==> src/hw/rtl/arpc_pkg.sv <==
// Package for the ARP cache next-hop resolver: payload structs, the probe
// and write-back structs of the cell chain, and fixed codes. No dependencies.
package arpc_pkg;

	localparam logic        MODE_LEARN   = 1'b0;
	localparam logic        MODE_RESOLVE = 1'b1;
	localparam logic [31:0] IP_BROADCAST = 32'hFFFF_FFFF;
	localparam logic [47:0] MAC_ALL_ONES = 48'hFFFF_FFFF_FFFF;

	localparam int          CFG_IDX_W     = 2;
	localparam logic [1:0]  CFG_OWN_IP    = 2'd0;
	localparam logic [1:0]  CFG_SUBNET    = 2'd1;
	localparam logic [1:0]  CFG_ROUTER_IP = 2'd2;

	typedef struct packed {
		logic        mode;
		logic [31:0] ip_addr;
		logic [47:0] mac_in;
	} req_t;

	typedef struct packed {
		logic        hit;
		logic [47:0] mac_out;
		logic [31:0] next_hop_ip;
		logic        via_router;
	} rsp_t;

	// Search token walking the cell chain, one cell per cycle.
	typedef struct packed {
		logic        valid;
		logic [31:0] key;
		logic        found;
		logic [47:0] mac;
		logic        free_seen;
	} probe_t;

	typedef enum logic [1:0] {
		WB_MATCH   = 2'd0,
		WB_FREE    = 2'd1,
		WB_REPLACE = 2'd2
	} wb_sel_t;

	// Write-back command broadcast to all cells.
	typedef struct packed {
		logic        en;
		wb_sel_t     sel;
		logic [31:0] ip;
		logic [47:0] mac;
	} wb_t;

endpackage

==> src/hw/rtl/arpc_cell.sv <==
// One table entry of the ARP cache plus its stage of the search chain.
// Depends on arpc_pkg.
module arpc_cell
	import arpc_pkg::*;
(
	input  logic   clk,
	input  logic   arst_n,
	input  probe_t probe_in,
	output probe_t probe_out,
	input  wb_t    wb,
	input  logic   rp_here
);

	logic        valid_q;
	logic [31:0] ip_q;
	logic [47:0] mac_q;
	logic        match_q;
	logic        free_q;
	probe_t      probe_q;
	probe_t      probe_nxt;
	logic        is_match;
	logic        is_free;
	logic        wr;

	assign is_match = probe_in.valid && !probe_in.found && valid_q && (ip_q == probe_in.key);
	assign is_free  = probe_in.valid && !probe_in.free_seen && !valid_q;

	always_comb begin
		probe_nxt = probe_in;
		if (is_match) begin
			probe_nxt.found = 1'b1;
			probe_nxt.mac   = mac_q;
		end
		if (probe_in.valid && !valid_q) begin
			probe_nxt.free_seen = 1'b1;
		end
	end

	always_comb begin
		wr = 1'b0;
		if (wb.en) begin
			unique case (wb.sel)
				WB_MATCH:   wr = match_q;
				WB_FREE:    wr = free_q;
				WB_REPLACE: wr = rp_here;
				default:    wr = 1'b0;
			endcase
		end
	end

	always_ff @(posedge clk or negedge arst_n) begin
		if (!arst_n) begin
			valid_q <= 1'b0;
			match_q <= 1'b0;
			free_q  <= 1'b0;
			probe_q <= '0;
		end else begin
			probe_q <= probe_nxt;
			if (probe_in.valid) begin
				match_q <= is_match;
				free_q  <= is_free;
			end
			if (wr) begin
				valid_q <= 1'b1;
			end
		end
	end

	// Entry contents: no reset needed
	always_ff @(posedge clk) begin
		if (wr) begin
			ip_q  <= wb.ip;
			mac_q <= wb.mac;
		end
	end

	assign probe_out = probe_q;

endmodule

==> src/hw/rtl/arp_cache_next_hop_resolver.sv <==
// ARP cache next-hop resolver, top level. A transferred request's search token
// is registered at the chain head, walks every cell, and its result is registered.
// One request at a time: the search token walks the cell chain one entry per
// cycle and a new request waits until the result reaches the output register.
// Reset clears all entry valid bits, the replace pointer and the config regs.
// Depends on arpc_pkg and arpc_cell.
module arp_cache_next_hop_resolver
	import arpc_pkg::*;
#(
	parameter int TABLE_ENTRIES = 16
) (
	input  logic                 clk,
	input  logic                 arst_n,
	// request channel
	input  logic                 req_valid,
	output logic                 req_stall,
	input  req_t                 req,
	// response channel
	output logic                 rsp_valid,
	input  logic                 rsp_stall,
	output rsp_t                 rsp,
	// config write port
	input  logic                 cfg_we,
	input  logic [CFG_IDX_W-1:0] cfg_idx,
	input  logic [31:0]          cfg_wdata
);

	localparam int PTR_W = (TABLE_ENTRIES > 1) ? $clog2(TABLE_ENTRIES) : 1;
	localparam logic [PTR_W-1:0] PTR_LAST = PTR_W'(TABLE_ENTRIES - 1);

	typedef enum logic [2:0] {
		ST_IDLE   = 3'b001,
		ST_SEARCH = 3'b010,
		ST_DONE   = 3'b100
	} state_t;

	state_t state_q;

	// config registers
	logic [31:0] own_ip_q;
	logic [31:0] subnet_mask_q;
	logic [31:0] router_ip_q;

	always_ff @(posedge clk or negedge arst_n) begin
		if (!arst_n) begin
			own_ip_q      <= '0;
			subnet_mask_q <= '0;
			router_ip_q   <= '0;
		end else if (cfg_we) begin
			unique case (cfg_idx)
				CFG_OWN_IP:    own_ip_q      <= cfg_wdata;
				CFG_SUBNET:    subnet_mask_q <= cfg_wdata;
				CFG_ROUTER_IP: router_ip_q   <= cfg_wdata;
				default:       ;  // unmapped index, write dropped
			endcase
		end
	end

	// Request decode at transfer time: broadcast takes priority over the
	// subnet test; off-subnet destinations resolve through the router.
	logic        req_xfer;
	logic        req_bcast;
	logic        req_off_net;
	logic        req_via;
	logic [31:0] req_hop;

	assign req_xfer    = req_valid && !req_stall;
	assign req_stall   = (state_q != ST_IDLE);
	assign req_bcast   = (req.mode == MODE_RESOLVE) && (req.ip_addr == IP_BROADCAST);
	assign req_off_net = (req.ip_addr & subnet_mask_q) != (own_ip_q & subnet_mask_q);
	assign req_via     = (req.mode == MODE_RESOLVE) && !req_bcast && req_off_net;
	assign req_hop     = req_via ? router_ip_q : req.ip_addr;

	logic        mode_q;
	logic        bcast_q;
	logic        via_q;
	logic [31:0] hop_q;
	logic [47:0] mac_q;

	always_ff @(posedge clk) begin
		if (req_xfer) begin
			mode_q  <= req.mode;
			bcast_q <= req_bcast;
			via_q   <= req_via;
			hop_q   <= req_hop;
			mac_q   <= req.mac_in;
		end
	end

	// Token injection into the head of the chain, in the cycle after transfer
	probe_t inj_q;

	always_ff @(posedge clk or negedge arst_n) begin
		if (!arst_n) begin
			inj_q <= '0;
		end else begin
			inj_q.valid     <= req_xfer;
			inj_q.key       <= req_hop;
			inj_q.found     <= 1'b0;
			inj_q.mac       <= '0;
			inj_q.free_seen <= 1'b0;
		end
	end

	// Cell chain. Lowest index sees the token first, so the first match
	// and the first free slot are the lowest-numbered ones.
	probe_t                 chain [TABLE_ENTRIES+1];
	probe_t                 chain_end;
	logic [TABLE_ENTRIES-1:0] tok_vec;
	logic [PTR_W-1:0]       rp_q;
	wb_t                    wb;

	assign chain[0]  = inj_q;
	assign chain_end = chain[TABLE_ENTRIES];

	for (genvar i = 0; i < TABLE_ENTRIES; i++) begin : g_cell
		logic rp_here;
		assign rp_here    = (rp_q == PTR_W'(i));
		assign tok_vec[i] = chain[i+1].valid;

		arpc_cell u_cell (
			.clk       (clk),
			.arst_n    (arst_n),
			.probe_in  (chain[i]),
			.probe_out (chain[i+1]),
			.wb        (wb),
			.rp_here   (rp_here)
		);
	end

	// For learn requests, write-back fires the cycle the token leaves the chain;
	// by then every cell holds its match and first-free flags for this request.
	logic search_end;

	assign search_end = (state_q == ST_SEARCH) && chain_end.valid;

	always_comb begin
		wb.en  = search_end && (mode_q == MODE_LEARN);
		wb.ip  = hop_q;
		wb.mac = mac_q;
		if (chain_end.found) begin
			wb.sel = WB_MATCH;
		end else if (chain_end.free_seen) begin
			wb.sel = WB_FREE;
		end else begin
			wb.sel = WB_REPLACE;
		end
	end

	// Round-robin pointer moves only when a valid entry is evicted
	always_ff @(posedge clk or negedge arst_n) begin
		if (!arst_n) begin
			rp_q <= '0;
		end else if (wb.en && (wb.sel == WB_REPLACE)) begin
			rp_q <= (rp_q == PTR_LAST) ? '0 : rp_q + PTR_W'(1);
		end
	end

	// Result assembly
	rsp_t res_nxt;
	rsp_t res_q;

	always_comb begin
		res_nxt.next_hop_ip = hop_q;
		res_nxt.via_router  = via_q;
		if (mode_q == MODE_LEARN) begin
			res_nxt.hit     = chain_end.found;
			res_nxt.mac_out = '0;
		end else if (bcast_q) begin
			res_nxt.hit     = 1'b1;
			res_nxt.mac_out = MAC_ALL_ONES;
		end else begin
			res_nxt.hit     = chain_end.found;
			res_nxt.mac_out = chain_end.found ? chain_end.mac : '0;
		end
	end

	always_ff @(posedge clk) begin
		if (search_end) begin
			res_q <= res_nxt;
		end
	end

	// Output register; the response waits here while the next request
	// can already be taken.
	logic rsp_valid_q;
	rsp_t rsp_q;
	logic rsp_free;

	assign rsp_free = !rsp_valid_q || !rsp_stall;

	always_ff @(posedge clk or negedge arst_n) begin
		if (!arst_n) begin
			state_q     <= ST_IDLE;
			rsp_valid_q <= 1'b0;
		end else begin
			// a new result loads in the same edge the old one transfers
			if ((state_q == ST_DONE) && rsp_free) begin
				rsp_valid_q <= 1'b1;
			end else if (!rsp_stall) begin
				rsp_valid_q <= 1'b0;
			end
			unique case (state_q)
				ST_IDLE: begin
					if (req_xfer) begin
						state_q <= ST_SEARCH;
					end
				end
				ST_SEARCH: begin
					if (chain_end.valid) begin
						state_q <= ST_DONE;
					end
				end
				ST_DONE: begin
					if (rsp_free) begin
						state_q <= ST_IDLE;
					end
				end
				default: state_q <= ST_IDLE;
			endcase
		end
	end

	always_ff @(posedge clk) begin
		if ((state_q == ST_DONE) && rsp_free) begin
			rsp_q <= res_q;
		end
	end

	assign rsp_valid = rsp_valid_q;
	assign rsp       = rsp_q;

	// Only one search token is ever in flight along the chain.
	a_one_token: assert property (@(posedge clk) disable iff (!arst_n)
		$onehot0(tok_vec))
		else $error("more than one search token in the chain");

	// The token leaves the chain only while a search is pending.
	a_end_in_search: assert property (@(posedge clk) disable iff (!arst_n)
		chain_end.valid |-> (state_q == ST_SEARCH))
		else $error("search token left the chain outside a search");

	// Table writes come only from learn requests.
	a_wb_learn: assert property (@(posedge clk) disable iff (!arst_n)
		wb.en |-> (mode_q == MODE_LEARN))
		else $error("table write-back during a resolve");

	// A finished search always moves on to the result stage, never skipped.
	a_done_follows: assert property (@(posedge clk) disable iff (!arst_n)
		search_end |=> (state_q == ST_DONE))
		else $error("search finished without entering result stage");

endmodule
==> config.mk <==
export PLATFORM = sky130hd
export DESIGN_NAME = arp_cache_next_hop_resolver
export DESIGN_NICKNAME = d
export VERILOG_FILES = /design/src/hw/rtl/arpc_pkg.sv /design/src/hw/rtl/arpc_cell.sv /design/src/hw/rtl/arp_cache_next_hop_resolver.sv
export SDC_FILE = /design/constraint.sdc
export NUM_CORES = 2
export LEC_CHECK = 0
export ABC_AREA = 1
export BUFFER_PORTS_ARGS = -buffer_cell sky130_fd_sc_hd__buf_2
export CORE_ASPECT_RATIO = 0.9
export CORE_MARGIN = 3
export CORE_UTILIZATION = 45
export DETAILED_ROUTE_END_ITERATION = 8
export GPL_ROUTABILITY_DRIVEN = 1
export PLACE_DENSITY = 0.63
export RECOVER_POWER = 100
export SYNTH_ARGS = -nofsm -noshare
export SYNTH_HDL_FRONTEND = slang
export SYNTH_SLANG_ARGS = --single-unit
==> constraint.sdc <==
create_clock -name clk -period 6.56 [get_ports clk]
set_input_delay 0.656 -clock clk [delete_from_list [all_inputs] [get_ports clk]]
set_output_delay 0.656 -clock clk [all_outputs]
set_load 0.005 [all_outputs]
=== Yosys cells after proc, flatten, opt, wreduce, memory -nomap -nowiden ===
Index checks and enable logic that the tools add are counted.
W data, S select, Z words.

* Memories kept: 0
* Word-level logic and storage cells: 465
* Output and inout port bits: 84
* Bits of input ports: 120
* Bits in latches: 0
* Memory bits (read-only): 0
* Bits in writable memories: 0
* Flip-flop bits (word level): 3008

* Add/sub/neg operators: 1
* Muxes and demuxes: 77
* Multipliers: 0
* Bitwise operators: 3
* Reductions and logical operators: 159
* Equality and inequality tests: 45
* Div/mod/pow operators: 0
* Magnitude comparators: 0
* Shifts and indexed selects: 0

{| class="wikitable"
|+ Operators by type and width
! operator !! count
|-
| $mux W49 || 18
|-
| $eq A32 B32 Y1 || 16
|-
| $logic_and A1 B1 Y1 || 101
|-
| $and A32 B32 Y32 || 2
|-
| $logic_not A1 Y1 || 50
|-
| $mux W48 || 1
|-
| $pmux W1 S3 || 16
|-
| $mux W1 || 34
|-
| $eq A32 B32 Y1 const B || 1
|-
| $eq A4 B4 Y1 const B || 8
|-
| $mux W32 || 1
|-
| $ne A32 B32 Y1 || 1
|-
| $eq A4 B3 Y1 const B || 4
|-
| $mux W3 || 3
|-
| $pmux W3 S3 || 1
|-
| $eq A4 B2 Y1 const B || 2
|-
| $reduce_and A2 Y1 || 3
|-
| $add A4 B1 Y4 const B || 1
|-
| $eq A2 B1 Y1 const B || 2
|-
| $eq A2 B2 Y1 const B || 2
|-
| $eq A4 B1 Y1 const B || 1
|-
| $logic_not A2 Y1 || 2
|-
| $logic_not A4 Y1 || 1
|-
| $mux W2 || 2
|-
| other kinds (10) || 12
|}

=== Depth between registers and ports, before layout ===
* Word-level depth: 6
* Mapped depth: 12
* Gate-level depth less buffers: 11

=== Hierarchy ===
From an unflattened synthesis, not the netlist that was laid out.

* Cells, all modules: 8464
* Area, all modules: 109404.9 sq um

{| class="wikitable"
|+ Modules (own cells, without submodules)
! module !! area each (sq um) !! seq. area each (sq um) !! cells an instance !! times used
|-
| arpc_cell || 5958.2 || 4554.4 || 458 || 16
|-
| arp_cache_next_hop_resolver || 14073.5 || 10846.7 || 1136 || 1
|}

=== Worst setup path before layout ===
Ideal clock, no wire load.

* Path type: register to register
* Start point: register state_q[2]
* End point: register g_cell[10].u_cell.ip_q[0], enable pin
* Data arrival time: 4466 ps
* Setup time: 519 ps
* Path buffers: 1
* Path slack: 1575 ps
* Clock period less this slack: 4985 ps
* Data required time: 6041 ps
* Stages on the path, launching flop included: 7
* Cell sequence: dfrtp_1 -> inv_1 -> nand3_1 -> nor3_2 -> inv_1 -> clkbuf_1 -> nor2_1

* Cells in the longest elaborated chain, start to end: 4

{| class="wikitable"
|+ Ends and longest elaborated chain
! element !! RTL line !! RTL
|-
| from (decl) || arp_cache_next_hop_resolver.sv:37 || <nowiki>state_t state_q;</nowiki>
|-
| from (signal assigned) || arp_cache_next_hop_resolver.sv:194 || <nowiki>state_q <= ST_IDLE;</nowiki>
|-
| from (signal assigned) || arp_cache_next_hop_resolver.sv:206 || <nowiki>state_q <= ST_SEARCH;</nowiki>
|-
| from (signal assigned) || arp_cache_next_hop_resolver.sv:211 || <nowiki>state_q <= ST_DONE;</nowiki>
|-
| $eq A3 B2 Y1 || arp_cache_next_hop_resolver.sv:135 || <nowiki>assign search_end = (state_q == ST_SEARCH) && chain_end.valid;</nowiki>
|-
| $logic_and A1 B1 Y1 || arp_cache_next_hop_resolver.sv:135 ||
|-
| $logic_and A1 B1 Y1 || arp_cache_next_hop_resolver.sv:138 || <nowiki>wb.en = search_end && (mode_q == MODE_LEARN);</nowiki>
|-
| $mux W1 || arpc_cell.sv:41 || <nowiki>if (wb.en) begin</nowiki>
|-
| named net g_cell[10].u_cell.wr || arpc_cell.sv:23 || <nowiki>logic wr;</nowiki>
|-
| to (signal assigned) || arpc_cell.sv:72 || <nowiki>ip_q <= wb.ip;</nowiki>
|-
| to (decl) || arpc_cell.sv:15 || <nowiki>logic [31:0] ip_q;</nowiki>
|}

The timed path passes the listed nets, and every way through them passes these cells.
A chain may end at the register's enable or synchronous reset.

=== Final worst setup path ===
* Start point: register mode_q
* End point: register g_cell[14].u_cell.ip_q[29], enable pin

* Cells in the longest elaborated chain, start to end: 3

{| class="wikitable"
|+ Ends and longest elaborated chain
! element !! RTL line !! RTL
|-
| from (decl) || arp_cache_next_hop_resolver.sv:74 || <nowiki>logic mode_q;</nowiki>
|-
| from (signal assigned) || arp_cache_next_hop_resolver.sv:82 || <nowiki>mode_q <= req.mode;</nowiki>
|-
| $not A1 Y1 || n/a ||
|-
| $logic_and A1 B1 Y1 || arp_cache_next_hop_resolver.sv:138 ||
|-
| $mux W1 || arpc_cell.sv:41 ||
|-
| named net g_cell[14].u_cell.wr || arpc_cell.sv:23 ||
|-
| to (signal assigned) || arpc_cell.sv:72 ||
|-
| to (decl) || arpc_cell.sv:15 ||
|}

The timed path passes the listed nets, and every way through them passes these cells.

==> summary.md <==
| Metric | Value |
|---|---|
| Setup TNS | 0 ns |
| Most Frequent Cell on Critical Path | buf_4 |
| Initial antenna violation count | 6 |
| Die extent in x | 517 µm |
| Hold slack | 0.0670 ns |
| Area growth, synth to finish | 14.0% |
| Detail Placement HPWL | 142000 µm |
| Max H-tree Level | 5 |
| Fin crit period | 4.76 ns |
| Number of global-route vias before repair | 56800 |
| Crit-path slowest cell | nor2_1 |
| Drt first pass iters | 5 |
| TritonCTS clock tree | built |
| Total GRT Usage | 17.8% |
| Synth unique cells | 37 |
| Core area | 233000 µm² |
| Placed inst area | 110000 µm² |
| Largest net degree at the start of global routing | 174 |
| Violated checks | capacitance limit, slew limit |
| Crit end category | register |
| Initial DRC Count | 4702 |
| Row Count | 168 |
| Critical path class | register to register |
| Fin. max-slew vios | 2331 |
| Cts repair resizes | 0 |
| Pleak | 0.0526 µW |
| Count of final hold-check violations | 0 |
| Die height | 466 µm |
| Commonest non-fill, non-tap cell in the layout | nand2_1 |
| Most frequent cells in the layout | 2525 x nand2_1, 1527 x edfxtp_1, 1479 x dfrtp_1 |
| Clock slew at reported path FFs | 0.06 ns |
| First-pass GRT wire length | 334000 µm |
| CTS sink cnt | 3008 |
| PD cells | 340 nW/µm² |
| Die area | 241000 µm² |
| Design area | 121000 µm² |
| YS warnings | 0 |
| Status | finished, violations left |
| CP required | 7.10 ns |
| Fin util | 51.7% |
| Synth Cell Area | 106000 µm² |
| WL final | 212000 µm |
| DRC Markers | 0 |
| Synth Instances | 8184 |
| Wirelength per Cell | 17.8 µm |
| Clock latency on the worst-skew pair | 0.93 ns |
| Max Clk Rate | 210 MHz |
| Clk buf depth | 4 |
| Starting Density | 45.3% |
| Startpoint types | register |
| CP Cell Sequence | buf_4 -> nor3_1 -> inv_1 -> buf_4 -> nor2_1 -> buf_4 |
| Skew final | 0.0629 ns |
| Layout cells sized above 1 | 7.49% |
| Top cells by area, synth | edfxtp_1 43%, dfrtp_1 35%, nand2_1 9.0% |
| CTS Root Cell | clkbuf_16 |
| Post-synthesis register bit count | 3008 |
| Syn nets | 8308 |
| Via count | 57100 |
| Worst Hold Class | input pin to register |
| Area leader, netlist | edfxtp_1 |
| Num CTS Buffers | 309 |
| Worst-Margin Slew | 3.11 ns |
| Setup violations, final | 0 |
| Critical path buffers and inverters | 4 |
| Syn avg cell area | 12.9 µm² |
| Register area share after synthesis | 78.4% |
| Global placement routability congestion | 0.853 |
| Num ports | 204 |
| Worst EP arrival | 5.30 ns |
| Max cap viols | 52 |
| Worst vdd ir | 0.000276 V |
| Antenna Violating Nets Remaining | 0 |
| Part of the cycle the worst path needs | 72.6% |
| Total congestion overflow | 0 |
| Synth top area share | 43.4% |
| NumNets Final | 8728 |
| RSZ-0062 raised after global routing | no |
| Max incr delay on CP | 1.88 ns |
| Count of input and output buffers | 203 |
| Peak fanout along the critical path | 50 |
| Max_slew headroom | -108% |
| Routed vias/inst | 4.80 |
| Critical path's top delay family | simple AND/OR/NAND/NOR gates |
-- worst reg2reg max path: cells and delay by family, from the launching register on --
family	cells	cell delay, ns
buffers and inverters	4	1.29
AND/OR/NAND/NOR	2	2.71
flip-flops	1	0.35
-- registers in the layout (all words and copies together) (netlist names) --
name	flops
g_cell.u_cell.mac_q	768
subnet_mask_q	32
res_q	82
bcast_q	1
g_cell.u_cell.ip_q	512
rp_q	4
hop_q	32
rsp_valid	1
g_cell.u_cell.free_q	16
g_cell.u_cell.probe_out	1296
chain	33
rsp	82
mode_q	1
state_q	3
via_q	1
g_cell.u_cell.valid_q	16
router_ip_q	32
own_ip_q	32
g_cell.u_cell.match_q	16
mac_q	48
-- per-stage QoR --
| stage | power [µW] | cells | setup slack (ns) |
|---|---|---|---|
| after CTS | 41500 | 11900 | 3.05 |
| after global placement | 24500 | 11300 | 3.07 |
| after detailed placement | 24600 | 11300 | 3.10 |
| after floorplan | 23000 | 8184 | 1.58 |
| final | 41000 | 11900 | 1.80 |
| after global routing | 42600 | 11900 | 1.39 |
-- kinds of logic after synthesis --
family / share of synthesized area, %
fa+ha+maj: 0.0473
flops: 78.4
simple gates: 13.0
compound gates: 2.95
buf+inv: 3.57
xor+xnor: 1.98
-- cells in the mapped netlist --
cell type and number:
nand2_1 2524, edfxtp_1 1527, dfrtp_1 1480, inv_1 650
nand3_1 492, o21ai_0 393, nor2_1 285, xor2_1 140
clkbuf_1 129, xnor2_1 99, o21ai_1 91, nor3_1 80
buf_2 72, o21bai_1 49, o22ai_1 39, buf_4 24
buf_6 20, buf_1 18, nand4_1 13, a21oi_1 12
nor2_2 10, nand3_2 5, nor3_2 5, or2_2 5
ha_1 4, or2_1 3, a221oi_1 2, inv_2 2
nand3b_1 2, nor2_4 2, a21oi_2 1, and2_1 1
clkinv_2 1, dfstp_2 1, nand2_2 1, nor3b_1 1
or2_0 1
-- power breakdown --
| group | switching, µW | leakage (µW) | internal [µW] |
|---|---|---|---|
| combinational | 1270 | 0.0144 | 517 |
| sequential | 1160 | 0.0334 | 21200 |
| clock | 6820 | 0.00479 | 9990 |
| total | 9250 | 0.0526 | 31700 |
-- layout make-up --
type	count	area, µm²
Fill cell	19500	113000
Timing Repair Buffer	372	2400
Inverter	653	2460
Multi-Input combinational cell	4260	19200
Tap cell	3060	3830
Clock buffer	452	8870
Antenna cell	3	7.51
Clock inverter	93	907
Sequential cell	3008	82900
-- timing repair --
| action | CTS | global route |
|---|---|---|
| setup buffers | 0 | 0 |
| endpoints found under the hold margin | 240 | 0 |
| hold buffers | 91 | 0 |
| endpoints found under the setup margin | 0 | 0 |
-- final timing paths --
check                                                          startpoint                                        end  slack (ns)  depth (start not counted)
worst max-delay path                                     mode_q$_DFFE_PP_       g_cell[14].u_cell.ip_q[29]$_DFFE_PP_        1.80                          6
worst max register to register                           mode_q$_DFFE_PP_       g_cell[14].u_cell.ip_q[29]$_DFFE_PP_        1.80                          6
worst min-delay path                                        cfg_wdata[25]              subnet_mask_q[25]$_DFFE_PN0P_        0.07                          3
worst min register to register  g_cell[13].u_cell.probe_out[52]$_DFF_PN0_  g_cell[14].u_cell.probe_out[52]$_DFF_PN0_        0.36                          0
max in group asynchronous                                          arst_n   g_cell[5].u_cell.probe_out[11]$_DFF_PN0_        2.30                          4
min in group asynchronous                                          arst_n   g_cell[0].u_cell.probe_out[22]$_DFF_PN0_        1.26                          2
-- metal layers --
layer  track usage, %  vias to the layer above  wire (µm)
li1                 -                    27700          -
met1             27.1                    27600     103000
met2             26.0                     1350      91200
met3             3.35                      436      11700
met4             5.50                        2       5960
met5                0                        -          8
(Power assumes the default switching activity.)
